## config.mk

```make
export PLATFORM = sky130hd
export DESIGN_NAME = greedy_change_breakdown_core
export DESIGN_NICKNAME = d
export VERILOG_FILES = /design/src/design/gcb_pkg.sv /design/src/design/greedy_change_breakdown_core.sv /design/src/design/gcb_div.sv /design/src/design/gcb_chain.sv /design/src/design/gcb_emit.sv
export SDC_FILE = /design/constraint.sdc
export NUM_CORES = 2
export LEC_CHECK = 0
export ABC_AREA = 1
export BUFFER_PORTS_ARGS = -buffer_cell sky130_fd_sc_hd__buf_4
export CORE_MARGIN = 1.5
export CORE_UTILIZATION = 30
export CTS_BUF_LIST = sky130_fd_sc_hd__clkbuf_2
export DETAILED_ROUTE_END_ITERATION = 16
export GPL_TIMING_DRIVEN = 0
export PLACE_DENSITY = 0.5
export SYNTH_ARGS = -nofsm -noshare
export SYNTH_HDL_FRONTEND = slang
export SYNTH_SLANG_ARGS = --single-unit
```

## constraint.sdc

```tcl
create_clock -name clk -period 29 [get_ports clk]
set_input_delay 5.8 -clock clk [delete_from_list [all_inputs] [get_ports clk]]
set_output_delay 5.8 -clock clk [all_outputs]
set_load 0.005 [all_outputs]
```

## src/design/gcb_pkg.sv

```systemverilog
package gcb_pkg;

	localparam int AMOUNT_BITS = 24;
	localparam int NUM_DENOMS  = 15;
	localparam int FIRST_COIN  = 7;
	localparam int N_SMALL     = NUM_DENOMS - 1;
	localparam int IDX_W       = $clog2(NUM_DENOMS);
	localparam int DEN_W       = 16;
	localparam int CNT_W       = 17;
	localparam int REST_W      = 16;
	localparam int REM_W       = 17;
	localparam int QUO_W       = AMOUNT_BITS - 7;
	localparam int PROD_W      = AMOUNT_BITS + QUO_W;
	localparam int QD_W        = QUO_W + DEN_W;

	localparam logic [DEN_W-1:0] DENOM [NUM_DENOMS] = '{
		16'd50000, 16'd20000, 16'd10000, 16'd5000, 16'd2000, 16'd1000, 16'd500,
		16'd200, 16'd100, 16'd50, 16'd20, 16'd10, 16'd5, 16'd2, 16'd1
	};

	localparam logic [QUO_W-1:0] RECIP_NOTE =
		QUO_W'((64'd1 << AMOUNT_BITS) / 64'd50000);
	localparam logic [QUO_W-1:0] RECIP_COIN =
		QUO_W'((64'd1 << AMOUNT_BITS) / 64'd200);

	typedef struct packed {
		logic                      mode;
		logic [CNT_W-1:0]          cnt0;
		logic [N_SMALL-1:0][1:0]   cnt_small;
		logic [REST_W-1:0]         rest;
		logic [CNT_W-1:0]          total;
		logic [1:0]                best_cnt;
		logic [DEN_W-1:0]          best_denom;
	} gcb_word_t;

endpackage

```

## src/design/greedy_change_breakdown_core.sv

```systemverilog
// channel | fields                                                     | handshake
// in      | amount_cents, mode                                         | in_valid / in_stall
// out     | denom_cents, piece_count, last_flag, total_pieces,         | out_valid / out_stall
//         | most_frequent_cents                                        |
//
// an amount can enter every cycle while the serializer keeps up; it passes through the
// divider registers and the denomination stages and then drives 1 word per
// denomination used (1 word for zero), one word a cycle unless out_stall holds, so
// an amount yields 1 to 15 words on the result port
// reset clears valid bits and the result serializer; no clearing pass
// a word waiting at the chain end while the serializer is busy (out_stall, or more words
// left for the current amount) freezes the divider and chain stages and raises in_stall
module greedy_change_breakdown_core import gcb_pkg::*; (
	input  logic                   clk,
	input  logic                   arst_n,
	input  logic                   in_valid,
	output logic                   in_stall,
	input  logic [AMOUNT_BITS-1:0] amount_cents,
	input  logic                   mode,
	output logic                   out_valid,
	input  logic                   out_stall,
	output logic [DEN_W-1:0]       denom_cents,
	output logic [CNT_W-1:0]       piece_count,
	output logic                   last_flag,
	output logic [CNT_W-1:0]       total_pieces,
	output logic [DEN_W-1:0]       most_frequent_cents
);

	logic      adv;
	logic      take;
	logic      div_v, chain_v;
	gcb_word_t div_w, chain_w;

	assign adv      = !chain_v || take;
	assign in_stall = !adv;

	gcb_div u_div (
		.clk      (clk),
		.arst_n   (arst_n),
		.adv      (adv),
		.in_valid (in_valid),
		.amount   (amount_cents),
		.mode     (mode),
		.v_out    (div_v),
		.w_out    (div_w)
	);

	gcb_chain u_chain (
		.clk    (clk),
		.arst_n (arst_n),
		.adv    (adv),
		.v_in   (div_v),
		.w_in   (div_w),
		.v_out  (chain_v),
		.w_out  (chain_w)
	);

	gcb_emit u_emit (
		.clk                 (clk),
		.arst_n              (arst_n),
		.v_in                (chain_v),
		.w_in                (chain_w),
		.take                (take),
		.out_valid           (out_valid),
		.out_stall           (out_stall),
		.denom_cents         (denom_cents),
		.piece_count         (piece_count),
		.last_flag           (last_flag),
		.total_pieces        (total_pieces),
		.most_frequent_cents (most_frequent_cents)
	);

endmodule

```

## src/design/gcb_div.sv

```systemverilog
module gcb_div import gcb_pkg::*; (
	input  logic                   clk,
	input  logic                   arst_n,
	input  logic                   adv,
	input  logic                   in_valid,
	input  logic [AMOUNT_BITS-1:0] amount,
	input  logic                   mode,
	output logic                   v_out,
	output gcb_word_t              w_out
);

	logic                   v_s1, v_s2, v_s3, v_s4;
	logic [PROD_W-1:0]      prod_s1;
	logic [AMOUNT_BITS-1:0] amount_s1, amount_s2;
	logic                   mode_s1, mode_s2, mode_s3;
	logic [QUO_W-1:0]       quo_s2, quo_s3;
	logic [QD_W-1:0]        qd_s2;
	logic [REM_W-1:0]       rem_s3;
	gcb_word_t              word_s4;

	logic [PROD_W-1:0]      prod_c;
	logic [QUO_W-1:0]       quo_c;
	logic [QD_W-1:0]        qd_c;
	logic [AMOUNT_BITS-1:0] diff_c;
	logic [DEN_W-1:0]       d0_s1, d0_s3;
	logic [QUO_W-1:0]       quo_fix;
	logic [REM_W-1:0]       rem_fix;
	gcb_word_t              word_c;

	assign prod_c = PROD_W'(amount) * PROD_W'(mode ? RECIP_NOTE : RECIP_COIN);
	assign quo_c  = prod_s1[PROD_W-1:AMOUNT_BITS];
	assign d0_s1  = mode_s1 ? DENOM[0] : DENOM[FIRST_COIN];
	assign qd_c   = QD_W'(quo_c) * QD_W'(d0_s1);
	assign diff_c = amount_s2 - qd_s2[AMOUNT_BITS-1:0];
	assign d0_s3  = mode_s3 ? DENOM[0] : DENOM[FIRST_COIN];

	// at most one correction step after the reciprocal estimate
	always_comb begin
		if (rem_s3 >= REM_W'(d0_s3)) begin
			quo_fix = quo_s3 + 1'b1;
			rem_fix = rem_s3 - REM_W'(d0_s3);
		end else begin
			quo_fix = quo_s3;
			rem_fix = rem_s3;
		end
		word_c            = '0;
		word_c.mode       = mode_s3;
		word_c.cnt0       = CNT_W'(quo_fix);
		word_c.rest       = REST_W'(rem_fix);
		word_c.total      = CNT_W'(quo_fix);
		word_c.best_cnt   = (quo_fix > 2) ? 2'd3 : 2'(quo_fix);
		word_c.best_denom = (quo_fix != '0) ? d0_s3 : '0;
	end

	always_ff @(posedge clk or negedge arst_n) begin
		if (!arst_n) begin
			v_s1 <= 1'b0;
			v_s2 <= 1'b0;
			v_s3 <= 1'b0;
			v_s4 <= 1'b0;
		end else if (adv) begin
			v_s1 <= in_valid;
			v_s2 <= v_s1;
			v_s3 <= v_s2;
			v_s4 <= v_s3;
		end
	end

	always_ff @(posedge clk) begin
		if (adv) begin
			prod_s1   <= prod_c;
			amount_s1 <= amount;
			mode_s1   <= mode;
			quo_s2    <= quo_c;
			qd_s2     <= qd_c;
			amount_s2 <= amount_s1;
			mode_s2   <= mode_s1;
			quo_s3    <= quo_s2;
			rem_s3    <= REM_W'(diff_c);
			mode_s3   <= mode_s2;
			word_s4   <= word_c;
		end
	end

	assign v_out = v_s4;
	assign w_out = word_s4;

endmodule

```

## src/design/gcb_chain.sv

```systemverilog
module gcb_chain import gcb_pkg::*; (
	input  logic      clk,
	input  logic      arst_n,
	input  logic      adv,
	input  logic      v_in,
	input  gcb_word_t w_in,
	output logic      v_out,
	output gcb_word_t w_out
);

	function automatic gcb_word_t tally_step(
		input gcb_word_t         w,
		input logic [IDX_W-1:0]  pos,
		input logic [DEN_W-1:0]  d
	);
		gcb_word_t         r;
		logic [REST_W:0]   d1;
		logic [REST_W:0]   d2;
		logic [1:0]        c;
		r  = w;
		d1 = (REST_W+1)'(d);
		d2 = d1 << 1;
		if ({1'b0, w.rest} >= d2) begin
			c      = 2'd2;
			r.rest = REST_W'({1'b0, w.rest} - d2);
		end else if ({1'b0, w.rest} >= d1) begin
			c      = 2'd1;
			r.rest = REST_W'({1'b0, w.rest} - d1);
		end else begin
			c      = 2'd0;
		end
		r.cnt_small[pos] = c;
		r.total          = w.total + CNT_W'(c);
		if (c > w.best_cnt) begin
			r.best_cnt   = c;
			r.best_denom = d;
		end
		return r;
	endfunction

	gcb_word_t          word_s [N_SMALL];
	logic [N_SMALL-1:0] vld_s;
	gcb_word_t          cur    [N_SMALL];
	gcb_word_t          nxt    [N_SMALL];

	for (genvar k = 0; k < N_SMALL; k++) begin : g_stage
		if (k == 0) begin : g_first
			assign cur[k] = w_in;
		end else begin : g_next
			assign cur[k] = word_s[k-1];
		end
		assign nxt[k] = tally_step(cur[k], IDX_W'(k), DENOM[k+1]);
	end

	always_ff @(posedge clk or negedge arst_n) begin
		if (!arst_n) begin
			vld_s <= '0;
		end else if (adv) begin
			vld_s <= {vld_s[N_SMALL-2:0], v_in};
		end
	end

	always_ff @(posedge clk) begin
		if (adv) begin
			for (int k = 0; k < N_SMALL; k++) begin
				word_s[k] <= nxt[k];
			end
		end
	end

	assign v_out = vld_s[N_SMALL-1];
	assign w_out = word_s[N_SMALL-1];

endmodule

```

## src/design/gcb_emit.sv

```systemverilog
module gcb_emit import gcb_pkg::*; (
	input  logic             clk,
	input  logic             arst_n,
	input  logic             v_in,
	input  gcb_word_t        w_in,
	output logic             take,
	output logic             out_valid,
	input  logic             out_stall,
	output logic [DEN_W-1:0] denom_cents,
	output logic [CNT_W-1:0] piece_count,
	output logic             last_flag,
	output logic [CNT_W-1:0] total_pieces,
	output logic [DEN_W-1:0] most_frequent_cents
);

	logic                              busy_q;
	logic [NUM_DENOMS-1:0]             pend_q;
	logic [NUM_DENOMS-1:0][CNT_W-1:0]  cnt_q;
	logic [CNT_W-1:0]                  total_q;
	logic [DEN_W-1:0]                  best_q;

	logic                              valid_q;
	logic [DEN_W-1:0]                  denom_q;
	logic [CNT_W-1:0]                  count_q;
	logic                              last_q;
	logic [CNT_W-1:0]                  tot_out_q;
	logic [DEN_W-1:0]                  most_q;

	logic [NUM_DENOMS-1:0][CNT_W-1:0]  tab;
	logic [NUM_DENOMS-1:0]             mask;
	logic [NUM_DENOMS-1:0]             lowbit;
	logic [DEN_W-1:0]                  sel_denom;
	logic [CNT_W-1:0]                  sel_count;
	logic                              is_last;
	logic                              out_adv;

	// place the incoming counts in table order
	always_comb begin
		for (int i = 0; i < NUM_DENOMS; i++) begin
			if (i == 0) begin
				tab[i] = w_in.mode ? w_in.cnt0 : '0;
			end else if (i == FIRST_COIN) begin
				tab[i] = w_in.mode ? CNT_W'(w_in.cnt_small[i-1]) : w_in.cnt0;
			end else begin
				tab[i] = CNT_W'(w_in.cnt_small[i-1]);
			end
			mask[i] = (tab[i] != '0);
		end
	end

	assign lowbit  = pend_q & (~pend_q + 1'b1);
	assign is_last = ((pend_q & ~lowbit) == '0);

	always_comb begin
		sel_denom = '0;
		sel_count = '0;
		for (int i = 0; i < NUM_DENOMS; i++) begin
			if (lowbit[i]) begin
				sel_denom = sel_denom | DENOM[i];
				sel_count = sel_count | cnt_q[i];
			end
		end
	end

	assign out_adv = !valid_q || !out_stall;
	assign take    = !busy_q || (out_adv && is_last);

	always_ff @(posedge clk or negedge arst_n) begin
		if (!arst_n) begin
			busy_q  <= 1'b0;
			pend_q  <= '0;
			valid_q <= 1'b0;
		end else begin
			if (out_adv) begin
				valid_q <= busy_q;
			end
			if (take) begin
				busy_q <= v_in;
				pend_q <= mask;
			end else if (out_adv && busy_q) begin
				pend_q <= pend_q & ~lowbit;
				busy_q <= !is_last;
			end
		end
	end

	always_ff @(posedge clk) begin
		if (take && v_in) begin
			cnt_q   <= tab;
			total_q <= w_in.total;
			best_q  <= w_in.best_denom;
		end
		if (out_adv && busy_q) begin
			denom_q   <= sel_denom;
			count_q   <= sel_count;
			last_q    <= is_last;
			tot_out_q <= is_last ? total_q : '0;
			most_q    <= is_last ? best_q : '0;
		end
	end

	assign out_valid           = valid_q;
	assign denom_cents         = denom_q;
	assign piece_count         = count_q;
	assign last_flag           = last_q;
	assign total_pieces        = tot_out_q;
	assign most_frequent_cents = most_q;

endmodule

```

==> flow_summary.ini <==
[run_status]
outcome = finished clean

[synth]
syn_avg_cell_area_um2 = 11.8
yosys_warnings = 0
synthFlopType = edfxtp_1
postSynthCellCount = 6231
synth-seq-area-share = 0.600
synth.cell_area_um2 = 73300
synth_cell_types = 58
synth_area_leaders = edfxtp_1 59%, ha_1 7.4%, fa_1 6.3%
ys_seq_elements = 1472
synthArstFlopShare = 0.0238
yosysTopAreaCell = edfxtp_1
synth-edff-count = 1437
yosysTopAreaCellShare = 0.588

[clock_tree]
clk_latency_ns = 1.60
holdBufCountCts = 0
cts_setup_buffers = 0
ctsResizeCount = 0
cts_tree = yes
htree_levels = 5
clockBufferDepth = 4
path_clk_slew_ns = 0.08
numCtsBuffers = 390
cts_root_buffer = clkbuf_2
cts.sinks = 1472

[finish]
mostFrequentLayoutCells = 1437 x edfxtp_1, 1183 x inv_1, 855 x nand2_1
final_nets = 7425
drive_gt1_frac = 0.106
syn2layout_area_growth_pct = 11.2
largest_reg_flops = 1119
final_common_cell = edfxtp_1
largest-register = u_chain.word_s

[floorplanning]
io_pins = 98
die-area_um2 = 247000
die_w_um = 497
design.core.area_um2 = 243000
num_rows = 181
start_util = 0.301
fp.dieH_um = 497

[routing]
drt_first_pass_iters = 5
wl_per_cell_um = 13.4
vias_per_cell = 4.24
ant_nets = 0
vias = 43100
drc = 0
drt-total-wl_mm = 137
drt_first_iter_violations = 1979

[global_route]
grt_pass1_wl_mm = 222
grt_pass1_vias = 44800
antenna_found_initial = 4
grt_max_degree = 192
grt-ovfl-total = 0
grt_use_total = 0.110

[timing]
relSlewSlack = 0.247
holdWs_ns = 0.334
maxSlewViolCount = 0
setup-violations-final = 0
final.min_clock_period_ns = 12.97
hold_violations = 0
rsz0062_at_grt = false
finalCritPeriodShare = 0.447
worstMarginPinSlew_ns = 1.13
final.setup_skew_ns = 0.175
tns_ns = 0
fmax_ghz = 0.0771

[critical_path]
path_cells = buf_4, nand2_1, nor2_1, clkinv_1, nand2_2, nand2_2, inv_2, buf_6, buf_4
start_kind = input pin
arrival_ns = 7.17
cp_slowest_cell = clkinv_1
crit_type = input pin to primary output
crit_required_ns = 23.20
path_max_fanout = 10
slowest_delay_ns = 0.32
critPathCaptureType = primary output

[placed_design]
gp_congestion = 0.877
portBuffers = 97
dp_hpwl_mm = 101

[hold_path]
hold_path.class = register to register

[job]
maxCapViolCount = 0
## final cells by class
| cell class | count | area [um2] |
|---|---|---|
| fillers | 24500 | 162000 |
| flip-flops and latches | 1472 | 44000 |
| multi-input cells | 3515 | 24600 |
| inverters | 1189 | 4460 |
| well taps | 3202 | 4010 |
| clock buffers | 530 | 2650 |
| repair buffers | 109 | 1030 |
| clock inverters | 88 | 480 |
| plain buffers | 58 | 269 |
| diodes | 8 | 20.0 |
## cells in the mapped netlist, types with 4 or more instances
cell / n
edfxtp_1: 1437
inv_1: 1183
nand2_1: 855
nor2_1: 607
ha_1: 432
xor2_1: 318
nand3_1: 235
fa_1: 229
o21ai_0: 223
a21oi_1: 120
nor3_1: 85
nand4_1: 84
xnor2_1: 82
or2_2: 38
clkbuf_1: 37
dfrtp_1: 35
nor4_1: 27
o21bai_1: 21
o22ai_1: 18
a22o_1: 17
o211ai_1: 17
a21o_1: 13
a31oi_1: 11
nand3b_1: 10
buf_1: 9
buf_2: 7
a21boi_0: 5
clkinv_1: 5
nand2_2: 5
nor2_4: 5
o31ai_1: 5
buf_4: 4
nor3b_1: 4
o21a_1: 4
o311ai_0: 4
## stage by stage
step / cell area (um2) / util / cells / worst slack (ns)
after floorplan: 73300 / - / 6234 / 13.83
after global placement: 78100 / 0.321 / 9533 / 10.12
after detailed placement: 78400 / 0.322 / 9545 / 15.68
after CTS: 81500 / 0.335 / 10200 / 16.02
after global routing: 81600 / 0.335 / 10200 / 15.92
final: 81600 / 0.335 / 10200 / 16.03
## cells by family after synthesis
kind of cell	synth area share
flops	0.600
buf+inv	0.0643
other cells	0.000102
xor+xnor	0.0478
compound gates	0.0369
simple gates	0.114
fa+ha+maj	0.136
## final timing paths
path | from | endpoint | slack (ns) | cells after the start
setup reg to reg | u_div.mode_s1 | u_div.qd_s2[16] | 23.43 | 23
hold reg to reg | u_chain.word_s[0][676] | u_chain.word_s[0][773] | 0.33 | 0
setup / recovery | out_stall | in_stall | 16.03 | 9
max in group asynchronous | arst_n | u_emit.pend_q[5] | 24.48 | 1
min in group asynchronous | arst_n | u_chain.vld_s[2] | 4.14 | 1
hold / removal | u_chain.word_s[0][676] | u_chain.word_s[0][773] | 0.33 | 0
## metal layers
metal | up-vias | GRT usage | share of wire
li1 | 21900 | - | -
met1 | 20100 | 0.123 | 0.42
met2 | 781 | 0.195 | 0.51
met3 | 353 | 0.0236 | 0.039
met4 | 4 | 0.0568 | 0.038
met5 | - | 0 | 0.00018
## worst max-delay path, delay by kind of cell
family / cells / cell delay, ns
buffers and inverters: 5 / 0.84
AND/OR/NAND/NOR: 4 / 0.53
Power is left out: the tool's default activity adds up to more than one toggle a clock period on the data nets, which glitch-free logic cannot reach.
